### config.mk
export PLATFORM = sky130hd
export DESIGN_NAME = mfpt_fifo
export DESIGN_NICKNAME = d
export VERILOG_FILES = /design/src/rtl/mfpt_pkg.sv /design/src/rtl/mfpt_fifo.sv
export SDC_FILE = /design/constraint.sdc
export NUM_CORES = 1
export LEC_CHECK = 0
export ABC_AREA = 1
export BUFFER_PORTS_ARGS = -buffer_cell sky130_fd_sc_hd__buf_2
export CORE_MARGIN = 3
export CORE_UTILIZATION = 60
export CTS_CLUSTER_SIZE = 30
export DETAILED_ROUTE_END_ITERATION = 16
export GPL_ROUTABILITY_DRIVEN = 0
export PLACE_DENSITY = 0.89
export SLEW_MARGIN = 40
export SYNTH_ARGS = -nofsm -noshare
export SYNTH_HDL_FRONTEND = slang
export SYNTH_SLANG_ARGS = --single-unit
### constraint.sdc
create_clock -name clock -period 3.91 [get_ports clock]
set_clock_uncertainty 0.2 [all_clocks]
set_input_delay 0.5865 -clock clock [delete_from_list [all_inputs] [get_ports clock]]
set_output_delay 0.5865 -clock clock [all_outputs]
set_load 0.005 [all_outputs]
### src/rtl/mfpt_pkg.sv
// Shared constants and types of the frame page transposer.
`timescale 1ns / 1ps
`default_nettype none

package mfpt_pkg;

   localparam int COLUMNS    = 128;
   localparam int PAGES      = 8;
   localparam int ROW_BYTES  = COLUMNS / 8;
   localparam int BANKS      = 8;
   localparam int BANK_DEPTH = PAGES * ROW_BYTES;
   localparam int BANK_AW    = $clog2(BANK_DEPTH);
   localparam int FIFO_DEPTH = 4;
   localparam int FIFO_AW    = $clog2(FIFO_DEPTH);
   localparam int FIFO_CW    = $clog2(FIFO_DEPTH + 1);

   localparam logic [7:0] CMD_PAGE_BASE    = 8'hB0;
   localparam logic [7:0] CMD_COLUMN_UPPER = 8'h10;

   localparam logic OP_WRITE  = 1'b0;
   localparam logic OP_COLUMN = 1'b1;

   localparam logic CSR_MIRROR_X = 1'b0;
   localparam logic CSR_MIRROR_Y = 1'b1;

   // One column item after its memory read.
   typedef struct packed {
      logic [2:0] page;
      logic       first_col;
      logic [7:0] pix;
   } col_entry_type;

   typedef struct packed {
      logic          valid;
      col_entry_type entry;
   } col_push_type;

   typedef struct packed {
      logic [FIFO_CW-1:0] count;
      logic               not_empty;
   } fifo_status_type;

endpackage

`default_nettype wire

### src/rtl/mfpt_fifo.sv
// Short queue of assembled column items between front and back.
`timescale 1ns / 1ps
`default_nettype none

module mfpt_fifo (
   input  wire logic                      clock,
   input  wire logic                      reset,
   input  wire mfpt_pkg::col_push_type    push,
   input  wire logic                      pop,
   output mfpt_pkg::col_entry_type        head,
   output mfpt_pkg::fifo_status_type      status
);

   mfpt_pkg::col_entry_type      slot_ff [mfpt_pkg::FIFO_DEPTH];
   logic [mfpt_pkg::FIFO_AW-1:0] wr_ptr_ff, wr_ptr_in;
   logic [mfpt_pkg::FIFO_AW-1:0] rd_ptr_ff, rd_ptr_in;
   logic [mfpt_pkg::FIFO_CW-1:0] count_ff, count_in;

   always_comb begin
      wr_ptr_in = wr_ptr_ff;
      rd_ptr_in = rd_ptr_ff;
      count_in  = count_ff;
      if (push.valid) begin
         wr_ptr_in = wr_ptr_ff + 1'b1;
      end
      if (pop) begin
         rd_ptr_in = rd_ptr_ff + 1'b1;
      end
      if (push.valid && !pop) begin
         count_in = count_ff + 1'b1;
      end else if (pop && !push.valid) begin
         count_in = count_ff - 1'b1;
      end
   end

   always_ff @(posedge clock) begin
      if (reset) begin
         wr_ptr_ff <= '0;
         rd_ptr_ff <= '0;
         count_ff  <= '0;
      end else begin
         wr_ptr_ff <= wr_ptr_in;
         rd_ptr_ff <= rd_ptr_in;
         count_ff  <= count_in;
      end
   end

   always_ff @(posedge clock) begin
      if (push.valid) begin
         slot_ff[wr_ptr_ff] <= push.entry;
      end
   end

   assign head             = slot_ff[rd_ptr_ff];
   assign status.count     = count_ff;
   assign status.not_empty = (count_ff != '0);

endmodule

`default_nettype wire

**Word-level counts from Yosys, hierarchy flattened**

Memory sizes are Yosys's and may differ from the RTL's. A register that Yosys moved wholly into a read port is not among the register bits.
Index checks and enable logic that the tools add are counted.
Widths: inputs -> output; s select.

- Memories: 1
- Output and inout bits: 16
- Bits of input ports: 16
- Bits in writable memories: 48
- Bits in registers: 7
- Logic and storage cells: 20

- $add $sub $neg: 4
- Reduce and logical (&&, ||, !) cells: 6
- Mux-type cells: 6

Memory list:

| memory | words | width | read ports | clocked after Yosys merged registers in | wr ports | line | source |
|---|---|---|---|---|---|---|---|
| slot_ff | 4 | 12 | 1 | 1 | 1 | mfpt_fifo.sv:14 | `mfpt_pkg::col_entry_type slot_ff [mfpt_pkg::FIFO_DEPTH];` |

Operators with widths:

| operator | number |
|---|---|
| $mux 3 | 2 |
| $add 2x1->2 const B | 2 |
| $mux 2 | 2 |
| $add 3x1->3 const B | 1 |
| $reduce_bool 3->1 | 1 |
| $sub 3x1->3 const B | 1 |
| $logic_and 1x1->1 | 2 |
| $logic_not 1->1 | 2 |
| $mux 1 | 2 |
| $reduce_bool 2->1 | 1 |

**Depth between registers and ports, before layout**

- Depth in word-level cells: 4
- Depth in mapped cells: 10
- Depth with buffers taken out: 10

**Least setup slack after synthesis**

OpenSTA, ideal clock, no wires.

- Path type: input to register
- Start: input pop
- End: register count_ff[2] (netlist bit)
- Setup time: 110 ps
- Path slack: 2123 ps
- Cell stages on the path: 10
- Arrival: 1478 ps
- Buffers on the path: 0
- Path through: inv_1 > ha_1 > inv_1 > fa_1 > inv_1 > nand2_1 > nand3_1 > nand2_1 > inv_1 > nor2_1

- Word-level cells in the longest chain between the ends: 3

Ends and longest elaborated chain:

| what | line | source |
|---|---|---|
| from (decl) | mfpt_fifo.sv:9 | `input wire logic pop,` |
| $logic_not 1->1 | mfpt_fifo.sv:29 | `if (push.valid && !pop) begin` |
| $logic_and 1x1->1 | mfpt_fifo.sv:29 |  |
| $mux 3 or $reduce_bool 2->1 (tied branches) | n/a |  |
| to (signal assigned) | mfpt_fifo.sv:44 | `count_ff <= count_in;` |
| to (decl) | mfpt_fifo.sv:17 | `logic [mfpt_pkg::FIFO_CW-1:0] count_ff, count_in;` |

Parallel ways exist; a longest one is shown, timed or not.
A chain may end at the register's enable or synchronous reset.

==> summary.md <==
| Metric | Value |
|---|---|
| WL/cell | `14.86 um` |
| Worst Reg2Reg Path Length in Cells | `4` |
| Hold Crit Endpoint | `count_ff[0]` |
| Post-route clock period utilization | `0.6526` |
| CP bufs+invs | `2` |
| Cells along the critical path | `inv_2 -> o21ai_0 -> o22ai_1 -> buf_2` |
| Register Area | `0.001623 mm2` |
| # DRC | `0` |
| Crit path DAT | `1.77 ns` |
| Row cnt | `21` |
| Power, Total | `~1.3 mW` |
| Final critical-path required period | `around 2.6 ns` |
| CORE AREA | `0.003442 mm2` |
| Final Max Slew Viols | `0` |
| Unrepaired setup endpoints after global routing | `false` |
| Antenna violations before repair | `0` |
| TritonCTS clock tree | `built` |
| CTS max path bufs | `2` |
| Num ports | `32` |
| Placement Cell Area | `0.002390 mm2` |
| P&R area growth vs syn | `15.13%` |
| Hold depth | `2` |
| Max_cap viols | `0` |
| Final setup violation count | `0` |
| Cell accounting for the most synthesized area | `edfxtp_1` |
| Fin nets | `232` |
| Post-DP HPWL | `2456 um` |
| Final instance area | `0.002561 mm2` |
| Number of fill cells in the layout | `220` |
| Crit-path max FO | `25` |
| Critical path type | `reg2out` |
| Layout cell share with drive strength beyond 1 | `0.2047` |
| Syn Std Cell Area | `0.002225 mm2` |
| Synth top area cells | `edfxtp_1 65%, dfxtp_1 8.1%, nor2_1 5.2%` |
| DR vias | `between 1,000 and 1,500` |
| Hold_buf cts | `0` |
| Pleak | `1.010 nW` |
| Largest net degree at the start of global routing | `26` |
| Cell Pwr Density | `505.1 mW/mm2` |
| DR pass1 iterations | `4` |
| First-pass GRT wire length | `6003 um` |
| Reg-to-reg startpoint | `wr_ptr_ff[0]` |
| Critical path's largest stage delay | `0.59 ns` |
| H-tree depth | `3` |
| Clk_lat worst skew | `roughly 0.32 ns` |
| Register area share after synthesis | `0.7289` |
| Post-Layout Cell Count | `between 200 and 300` |
| VDD IR max | `0.2751 mV` |
| Placed cell count | `roughly 250` |
| CTS buffer count | `9` |
| Final TNS setup | `0 ns` |
| Critical Path Start Type | `flop` |
| Via/cell ratio | `5.402` |
| Setup slack, reg-to-reg | `2.31 ns` |
| CP endpoint kind | `primary output` |
| # diodes | `0` |
| Family with the most delay on the worst path | `flip-flops` |
| Unique cell type count in the Yosys netlist | `18` |
| Final WL | `roughly 3900 um` |
| Syn. warnings | `0` |
| Vias in the first global route | `approximately 1,300` |
| FF+latch count, synth | `57` |
| Reg clk slew, reported paths | `0.05 ns` |
| Synthesized area per cell | `12.79 um2` |
| Final hold vios | `0` |
| Multi-input logic area | `491.7 um2` |
| Worst R2R End | `slot_ff[0][11]` |
| Status | `finished, final reports clean` |
| Hold Crit Class | `in2reg` |
| Total track usage | `0.2005` |
| Initial Util | `0.6463` |
| Slew HR | `0.6506` |
| Resize count post-CTS | `0` |
| Routed Antenna Nets | `0` |
| 1st-iter DRT viols | `128` |
| IO Port Bufs | `31` |
| Setup Fix Bufs, Post-CTS | `0` |
| Area share of the largest cell type after synthesis | `0.6479` |
| CTS Root Cell | `clkbuf_8` |
| Die area | `between 0.004 and 0.005 mm2` |
| Clock sink count | `57` |
| Die width | `between 60 and 70 um` |
| WP data required | `~3.1 ns` |
| Die Ht | `66.89 um` |
| Gr ovfl total | `0` |
| Tightest Pin Transition | `0.5235 ns` |
| Syn Nets | `~200` |
| Fmax | `391.9 MHz` |
| Mapped Cells | `around 170` |
| Critical-path top delay cell | `dfxtp_2` |
| Hold_sp | `reset` |
[synth_stat cells (all sizes together)]
cell type,number
a21oi,3
o22ai,12
ha,5
buf,6
fa,1
xor2,1
nand4,1
nor2,31
edfxtp,48
inv,17
nand3,1
dfxtp,9
o21ai,29
nand2,10
[per-layer routing]
metal  vias to the layer above  GRT usage  routed length, um
li1                        686          -                  -
met1                       664     0.2161               1584
met2                        48     0.3243               1925
met3                        12    0.08094                247
met4                         0     0.1291                121
met5                         -          0                  0
[registers in the layout, summed over array words and instances, names as in the netlist, named ones only]
register   count
wr_ptr_ff      2
rd_ptr_ff      2
count_ff       3
slot_ff       48
[final cells by class]
type                    instances  share of cell area
well taps                      46             0.02247
repair buffers                 31             0.06058
clock buffers                  16             0.06644
multi-input cells              94              0.1920
flip-flops and latches         57              0.6336
inverters                      17             0.02491
[layout by cell type (no fill, tap or decap)]
cell type	n
edfxtp_1	48
nor2_1	31
buf_2	31
inv_1	16
o21ai_1	16
o21ai_0	13
o22ai_1	12
clkbuf_8	11
nand2_1	10
dfxtp_1	8
ha_1	5
clkbuf_1	5
a21oi_1	3
inv_2	1
xor2_1	1
nand3_1	1
nand4_1	1
fa_1	1
dfxtp_2	1
[metrics by stage]
step           utilization  setup WS, ns  hold WS [ns]
2_1_floorplan            -         2.123        0.2115
3_3_place_gp        0.6943         1.517        0.2305
3_5_place_dp        0.6943         1.317        0.2314
4_1_cts             0.7437        0.9658        0.2225
5_1_grt             0.7441         1.193        0.2340
6_report            0.7441         1.358        0.2335
[power breakdown]
group	total [mW]	leakage, nW	internal [mW]	switching, mW
clock	0.463	0.0850	0.266	0.197
combinational	0.119	0.409	0.0484	0.0710
sequential	0.711	0.516	0.691	0.0199
total	1.29	1.01	1.01	0.288
[how the worst max path moves through the flow]
stage                  endpoint  slack [ns]  cells past startpoint  start
floorplan           count_ff[2]        2.12                     10    pop
global placement       head[11]        1.52                      4   flop
detailed placement      head[9]        1.32                      4   flop
CTS                     head[9]        0.97                      4   flop
global route            head[9]        1.19                      4   flop
finish                  head[9]        1.36                      4   flop
[logic make-up (layout without fill, tap and decap cells)]
family                     count (synthesis)  count (layout)  share of synthesized area
DFF                                       57              57                     0.7289
AOI/OAI and AO/OA                         44              44                     0.1057
and+or+nand+nor                           43              43                    0.07424
buffers and inverters                     23              64                    0.05005
adders and majority gates                  6               6                    0.03712
xor gates and xnor gates                   1               1                   0.003938
Note: power is estimated with default switching activity, not from simulation.
