**src/rtl/mfpt_pkg.sv**
```systemverilog
// Shared constants and types of the frame page transposer.
`timescale 1ns / 1ps
`default_nettype none

package mfpt_pkg;

   localparam int COLUMNS    = 128;
   localparam int PAGES      = 8;
   localparam int ROW_BYTES  = COLUMNS / 8;
   localparam int BANKS      = 8;
   localparam int BANK_DEPTH = PAGES * ROW_BYTES;
   localparam int BANK_AW    = $clog2(BANK_DEPTH);
   localparam int FIFO_DEPTH = 4;
   localparam int FIFO_AW    = $clog2(FIFO_DEPTH);
   localparam int FIFO_CW    = $clog2(FIFO_DEPTH + 1);

   localparam logic [7:0] CMD_PAGE_BASE    = 8'hB0;
   localparam logic [7:0] CMD_COLUMN_UPPER = 8'h10;

   localparam logic OP_WRITE  = 1'b0;
   localparam logic OP_COLUMN = 1'b1;

   localparam logic CSR_MIRROR_X = 1'b0;
   localparam logic CSR_MIRROR_Y = 1'b1;

   // One column item after its memory read.
   typedef struct packed {
      logic [2:0] page;
      logic       first_col;
      logic [7:0] pix;
   } col_entry_type;

   typedef struct packed {
      logic          valid;
      col_entry_type entry;
   } col_push_type;

   typedef struct packed {
      logic [FIFO_CW-1:0] count;
      logic               not_empty;
   } fifo_status_type;

endpackage

`default_nettype wire

```
**src/rtl/mfpt_back.sv**
```systemverilog
// Back end: emits the command bytes of column-0 items and the column byte of each item.
`timescale 1ns / 1ps
`default_nettype none

module mfpt_back (
   input  wire logic                      clock,
   input  wire logic                      reset,
   input  wire mfpt_pkg::fifo_status_type fifo_status,
   input  wire mfpt_pkg::col_entry_type   head,
   output logic                           pop,
   output logic                           rsp_strobe,
   output logic [7:0]                     rsp_out_byte,
   output logic                           rsp_is_data,
   output logic                           rsp_last
);

   typedef enum logic [3:0] {
      BK_IDLE  = 4'b0001,
      BK_PAGE  = 4'b0010,
      BK_UPPER = 4'b0100,
      BK_DATA  = 4'b1000
   } back_state_type;

   back_state_type          state_ff, state_in;
   mfpt_pkg::col_entry_type cur_ff;

   // A new item loads when nothing is shown or the data byte is shown.
   assign pop = ((state_ff == BK_IDLE) || (state_ff == BK_DATA)) && fifo_status.not_empty;

   always_comb begin
      case (state_ff)
         BK_PAGE: begin
            state_in = BK_UPPER;
         end
         BK_UPPER: begin
            state_in = BK_DATA;
         end
         BK_IDLE, BK_DATA: begin
            if (fifo_status.not_empty) begin
               state_in = head.first_col ? BK_PAGE : BK_DATA;
            end else begin
               state_in = BK_IDLE;
            end
         end
         default: begin
            state_in = BK_IDLE;
         end
      endcase
   end

   always_ff @(posedge clock) begin
      if (reset) begin
         state_ff <= BK_IDLE;
      end else begin
         state_ff <= state_in;
      end
   end

   always_ff @(posedge clock) begin
      if (pop) begin
         cur_ff <= head;
      end
   end

   always_comb begin
      case (state_ff)
         BK_PAGE: begin
            rsp_strobe   = 1'b1;
            rsp_out_byte = mfpt_pkg::CMD_PAGE_BASE | {5'd0, cur_ff.page};
            rsp_is_data  = 1'b0;
            rsp_last     = 1'b0;
         end
         BK_UPPER: begin
            rsp_strobe   = 1'b1;
            rsp_out_byte = mfpt_pkg::CMD_COLUMN_UPPER;
            rsp_is_data  = 1'b0;
            rsp_last     = 1'b0;
         end
         BK_DATA: begin
            rsp_strobe   = 1'b1;
            rsp_out_byte = cur_ff.pix;
            rsp_is_data  = 1'b1;
            rsp_last     = 1'b1;
         end
         default: begin
            rsp_strobe   = 1'b0;
            rsp_out_byte = 8'd0;
            rsp_is_data  = 1'b0;
            rsp_last     = 1'b0;
         end
      endcase
   end

endmodule

`default_nettype wire

```
**config.mk**
```make
export PLATFORM = sky130hd
export DESIGN_NAME = mfpt_back
export DESIGN_NICKNAME = d
export VERILOG_FILES = /design/src/rtl/mfpt_pkg.sv /design/src/rtl/mfpt_back.sv
export SDC_FILE = /design/constraint.sdc
export NUM_CORES = 1
export LEC_CHECK = 0
export ABC_AREA = 1
export BUFFER_PORTS_ARGS = -buffer_cell sky130_fd_sc_hd__buf_2
export CORE_MARGIN = 5
export CORE_UTILIZATION = 44
export DETAILED_ROUTE_END_ITERATION = 6
export GPL_TIMING_DRIVEN = 1
export PLACE_DENSITY = 0.8
export SYNTH_ARGS = -nofsm -noshare
export SYNTH_HDL_FRONTEND = slang
export SYNTH_SLANG_ARGS = --single-unit
```
**constraint.sdc**
```tcl
create_clock -name clock -period 1.95 [get_ports clock]
set_input_delay 0.4875 -clock clock [delete_from_list [all_inputs] [get_ports clock]]
set_output_delay 0.4875 -clock clock [all_outputs]
set_load 0.005 [all_outputs]
```
; Yosys cells after proc, flatten, opt, wreduce, memory -nomap -nowiden
; Cells that the tools add are included.
[totals]
in_bits = 18
ff_bits = 15
output_inout_bits = 12
[classes]
n_eq_ne = 4
muxes = 6
reduce_logical = 4
[op_table]
columns = cell, count
row1 = 8-bit case mux with 3 select lines, 1
row2 = 4-bit case mux with 3 select lines, 1
row3 = 4-bit 2-to-1 mux, 2
row4 = 4-bit by 1-bit == test with 1-bit output (second input constant), 1
row5 = 4-bit by 2-bit == test with 1-bit output (second input constant), 1
row6 = 4-bit by 3-bit == test with 1-bit output (second input constant), 1
row7 = 4-bit == test (second input constant), 1
row8 = 3-bit OR reduction, 1
row9 = 1-bit 2-to-1 mux, 2
row10 = 2-bit OR reduction, 1
row11 = 1-bit logical AND, 1
row12 = 1-bit logical OR, 1

; Longest topological paths before layout
[depth]
depth_word = 3
ltp_mapped = 7
mapped_depth_nobuf = 7

; Worst setup path before layout
; Ideal clock, no wire load.
[synth_path]
kind = flip-flop to output port
startpoint = register state_ff[3]
endpoint = output port pop
t_arrival_ps = 1224
path_slack_ps = 239
path_buffers = 0
path_stages_with_launch = 7
path_cell_list = dfxtp_1 -> inv_2 -> nor2_2 -> nand2_2 -> nand2_4 -> inv_2 -> nor2_1
[synth_between]
elab_chain_cells = 3
[synth_rtl]
columns = item, line
row1 = start: declaration, mfpt_back.sv:24  ; back_state_type state_ff, state_in;
row2 = start signal: assignment, mfpt_back.sv:55  ; state_ff <= state_in;
row3 = 4-bit by 1-bit == test with 1-bit output or 4-bit == test (tied branches), mfpt_back.sv:28  ; assign pop = ((state_ff == BK_IDLE) || (state_ff == BK_DATA)) && fifo_status.not_empty;
row4 = 1-bit logical OR *, mfpt_back.sv:28
row5 = 1-bit logical AND *, mfpt_back.sv:28
row6 = end: declaration, mfpt_back.sv:10  ; output logic pop,
; Every way passes the cells marked *; elsewhere a longest branch is shown, timed or not.

; Final worst setup path
; Ends and elaborated chain as after synthesis.

==> results list <==
- Result of the run: finished, final reports clean
- Number of global-route vias before repair: 552
- CP Launch Type: register
- Netlist cell types: 15
- Count of placed standard cells in the final layout, fillers left out: 117
* Most used cells in the layout excluding fill and tap cells: 26 x sky130_fd_sc_hd__buf_2, 23 x sky130_fd_sc_hd__nand2_1, 11 x sky130_fd_sc_hd__edfxtp_1, 8 x sky130_fd_sc_hd__nor2_1, 6 x sky130_fd_sc_hd__inv_1
- # resized after CTS: 0
- Of the total synthesized cell area, the portion taken by AND, OR, NAND and NOR gates is 0.3225.
- For this block, the via count after detailed routing is 535.
- Summed over all nets, the switching power comes to 0.1624 mW.
- Maximum level of the CTS H-tree: 1
- Endpoint of the lowest-slack register-to-register path: cur_ff[1]
* WL final: 1254 um
* Die outline width: 49.62 um
* Startpoint of the worst register-to-register path: state_ff[3]
- Antenna violations before repair: 0
- For the worst-skew pair, the clock arrives at the later sink with an insertion delay of 280 ps.
- Register bit count reported by yosys: 15
- After detailed placement, the total cell area comes to 840.8 um^2.
- Summing all non-filler instances in the final layout gives an area of 868.3 um^2.
- Site Rows: 14
- Seq/Total Area, Yosys: 0.5942
* Area growth, synth to finish: 25.72%
- Synthesis produced 71 cells.
- Number of warnings printed during yosys synthesis: 0
* Max-slew violation count: 0
- Number of setup violations in the final report: 0
- The floorplan step defined a core boundary enclosing 1506 um^2.
- Leaving out fill and tap cells, the most frequent cell in the layout is sky130_fd_sc_hd__buf_2.
- Clock tree synthesis inserted a total of 3 buffers.
* Starting density of the core: 0.4585
* Synth area leaders: sky130_fd_sc_hd__edfxtp_1 48%, sky130_fd_sc_hd__nand2_1 13%, sky130_fd_sc_hd__dfxtp_1 12%
* Worst EP required: 1460 ps
* Residual DRC count: 0
- Average routed wire per standard cell: 10.72 um
* Maximum number of pins on one net before global-route repair: 12
- The worst setup path is captured at an output port.
- The share of total power dissipated in combinational logic is 0.145.
- Max stage delay on crit path: 360 ps
- Number of hold buffers added after CTS: 0
* Clock tree from TritonCTS: done
- The die covers 2462 um^2.
* Mean area per synthesized cell: 9.728 um^2
* Antenna Cells: 0
- The worst hold path belongs to the class primary input to register.
- Dividing the detail-routed via count by the number of cells gives 4.573.
- Final setup TNS: 0 ps
- Final Hold Violating Endpoints: 0
* Maximum vdd ir drop: 0.0004573 V
- The tool flagged a number of max-cap violations equal to 0.
- Of all nets on the critical path, the largest fanout is 4.
* GP Congestion: 0.7089
- Dividing the final minimum period by the clock period gives 0.9445.
* # fillers: 128
- Arrival time of the worst setup path: 1350 ps
* Number of cells on the critical path: 7
- Transition time of the tightest slew-check pin: 201.6 ps
- Detail Placement HPWL: 1012 um
- Of the total power, the share spent switching nets is 0.2507.
- Vertical die dimension: 49.62 um
- For this design the static power due to leakage is 0.4376 nW.
- After the last flow step, the layout net total stands at 120.
* Share of cells above drive strength 1: 0.4752
- Power spread over the standard cell area amounts to 746.1 nW/um^2.
- Largest family of logic cells by synthesized area: simple AND/OR/NAND/NOR gates
- Clock sink count: 15
- Overall overflow remaining after global route: 0
- The signal on the critical path passes through inv_2 > nor2_2 > nand2_2 > nand2_4 > inv_2 > nor2_1 > buf_2.
- The multi-input combinational cells in the finished layout cover a total of 231.5 um^2.
- Worst Setup Path Type: register to output port
* Yosys top cell area share: 0.4783
- Final min period: 1842 ps
* Register-to-Register Setup Slack: 510 ps
* Worst slew slack as a fraction of its limit: 0.8651
* XOR/XNOR Fraction of Synth Area: 0
- Input/output buffers: 26
* Upper clock frequency limit: 0.5430 GHz
* Residual antenna-violating net count after detailed routing: 0
* Portion of total power attributed to the clock network: 0.266
* Timing endpoint of the critical path: pop
- Of the total power, registers draw 0.589.
- The slowest stage of the critical path is the sky130_fd_sc_hd__dfxtp_1 cell.
- Dominant delay contributor by cell family on the critical path: simple AND/OR/NAND/NOR gates
- The first global-routing pass estimated 2145 um of wire.
* Inst Count DP: 113
* Post-synthesis compound-gate area fraction: 0.01268
* Leading area contributor after synthesis: sky130_fd_sc_hd__edfxtp_1
- After synthesis, the share of cell area in mux cells is 0.
* Worst hold start: head[3]
- Setup repair after global routing left no endpoint under its margin.
- Synthesized-area fraction occupied by adder cells: 0
* GRT Resource Usage Total: 0.1090
- Depth of the worst register-to-register path: 7
* Post-CTS clock slew at the launch and capture registers of the worst setup and hold paths: 90 ps
* Initial DRC count: 11
- Summing all flip-flop and latch instances after layout gives 410.4 um^2.
- Together, buffers and inverters on the worst path number 3.
* Total internal power: 0.4855 mW
* Synth Net Count: 89
- The critical path starts at state_ff[3].
* Post CTS Setup Buffer Count: 0
* Synthesized area: 690.7 um^2
- Across the routed clock network, the largest skew measured is 0.8805 ps.
- The first detailed-routing pass ran for 4 iterations.
- In this run the deepest clock path goes through 2 buffers.
- Root buffer cell: sky130_fd_sc_hd__clkbuf_4
- 30 I/O pins were placed.
- Dominant cell type by count on the critical path: sky130_fd_sc_hd__inv_2
==> metal layers <==
| metal | vias to the layer above | track usage | part of all wire |
|---|---|---|---|
| li1 | 277 | - | - |
| met1 | 230 | 0.1264 | 0.42 |
| met2 | 22 | 0.1907 | 0.48 |
| met3 | 6 | 0.02711 | 0.081 |
| met4 | 0 | 0.03930 | 0.023 |
| met5 | - | 0 | 0 |
==> sequential cells by signal (all words and copies together) (netlist names) <==
signal / count
state_ff: 4
cur_ff: 11
==> cells in the mapped netlist (all sizes together) <==
library cell / instances
nand2: 27
nor2: 13
edfxtp: 11
inv: 11
dfxtp: 4
nand3: 2
a21oi: 1
buf: 1
nor3: 1
==> power by group through the flow <==
stage          clock network [mW]  logic (mW)  registers, mW
6_report                    0.173      0.0939          0.381
5_1_grt                     0.198       0.107          0.383
4_1_cts                     0.178      0.0960          0.381
3_5_place_dp                    0      0.0955          0.389
3_3_place_gp                    0      0.0923          0.387
2_1_floorplan                   0      0.0601          0.387
==> worst min-delay path by stage <==
stage | endpoint | slack [ps] | cells after the start
floorplan | state_ff[3] | 550 | 1
global placement | state_ff[3] | 640 | 4
detailed placement | state_ff[3] | 640 | 4
CTS | cur_ff[5] | 370 | 1
global route | cur_ff[1] | 360 | 1
finish | cur_ff[3] | 380 | 1
==> cell type report <==
| type | count | share of cell area |
|---|---|---|
| clock buffer | 3 | 0.02594 |
| tap | 16 | 0.02305 |
| sequential | 15 | 0.4726 |
| inverter | 11 | 0.04755 |
| multi-input combinational | 44 | 0.2666 |
| timing repair buffer | 27 | 0.1585 |
| clock inverter | 1 | 0.005764 |
==> cells by family after synthesis <==
logic type	after synthesis
AOI/OAI and AO/OA	1
buffers and inverters	12
DFF	15
and+or+nand+nor	43
==> per-stage QoR <==
stage / utilization / worst slack [ps] / hold WS [ps] / power, mW
after floorplan: - / 238.7 / 549.9 / 0.4472
after global placement: 0.5581 / 430.9 / 636.2 / 0.4796
after detailed placement: 0.5581 / 413.5 / 642.5 / 0.4842
after CTS: 0.5764 / 91.07 / 373.2 / 0.6553
after global routing: 0.5764 / 8.482 / 364.4 / 0.6876
final: 0.5764 / 108.3 / 377.4 / 0.6479
No activity file was read; power rests on OpenSTA's default activity.
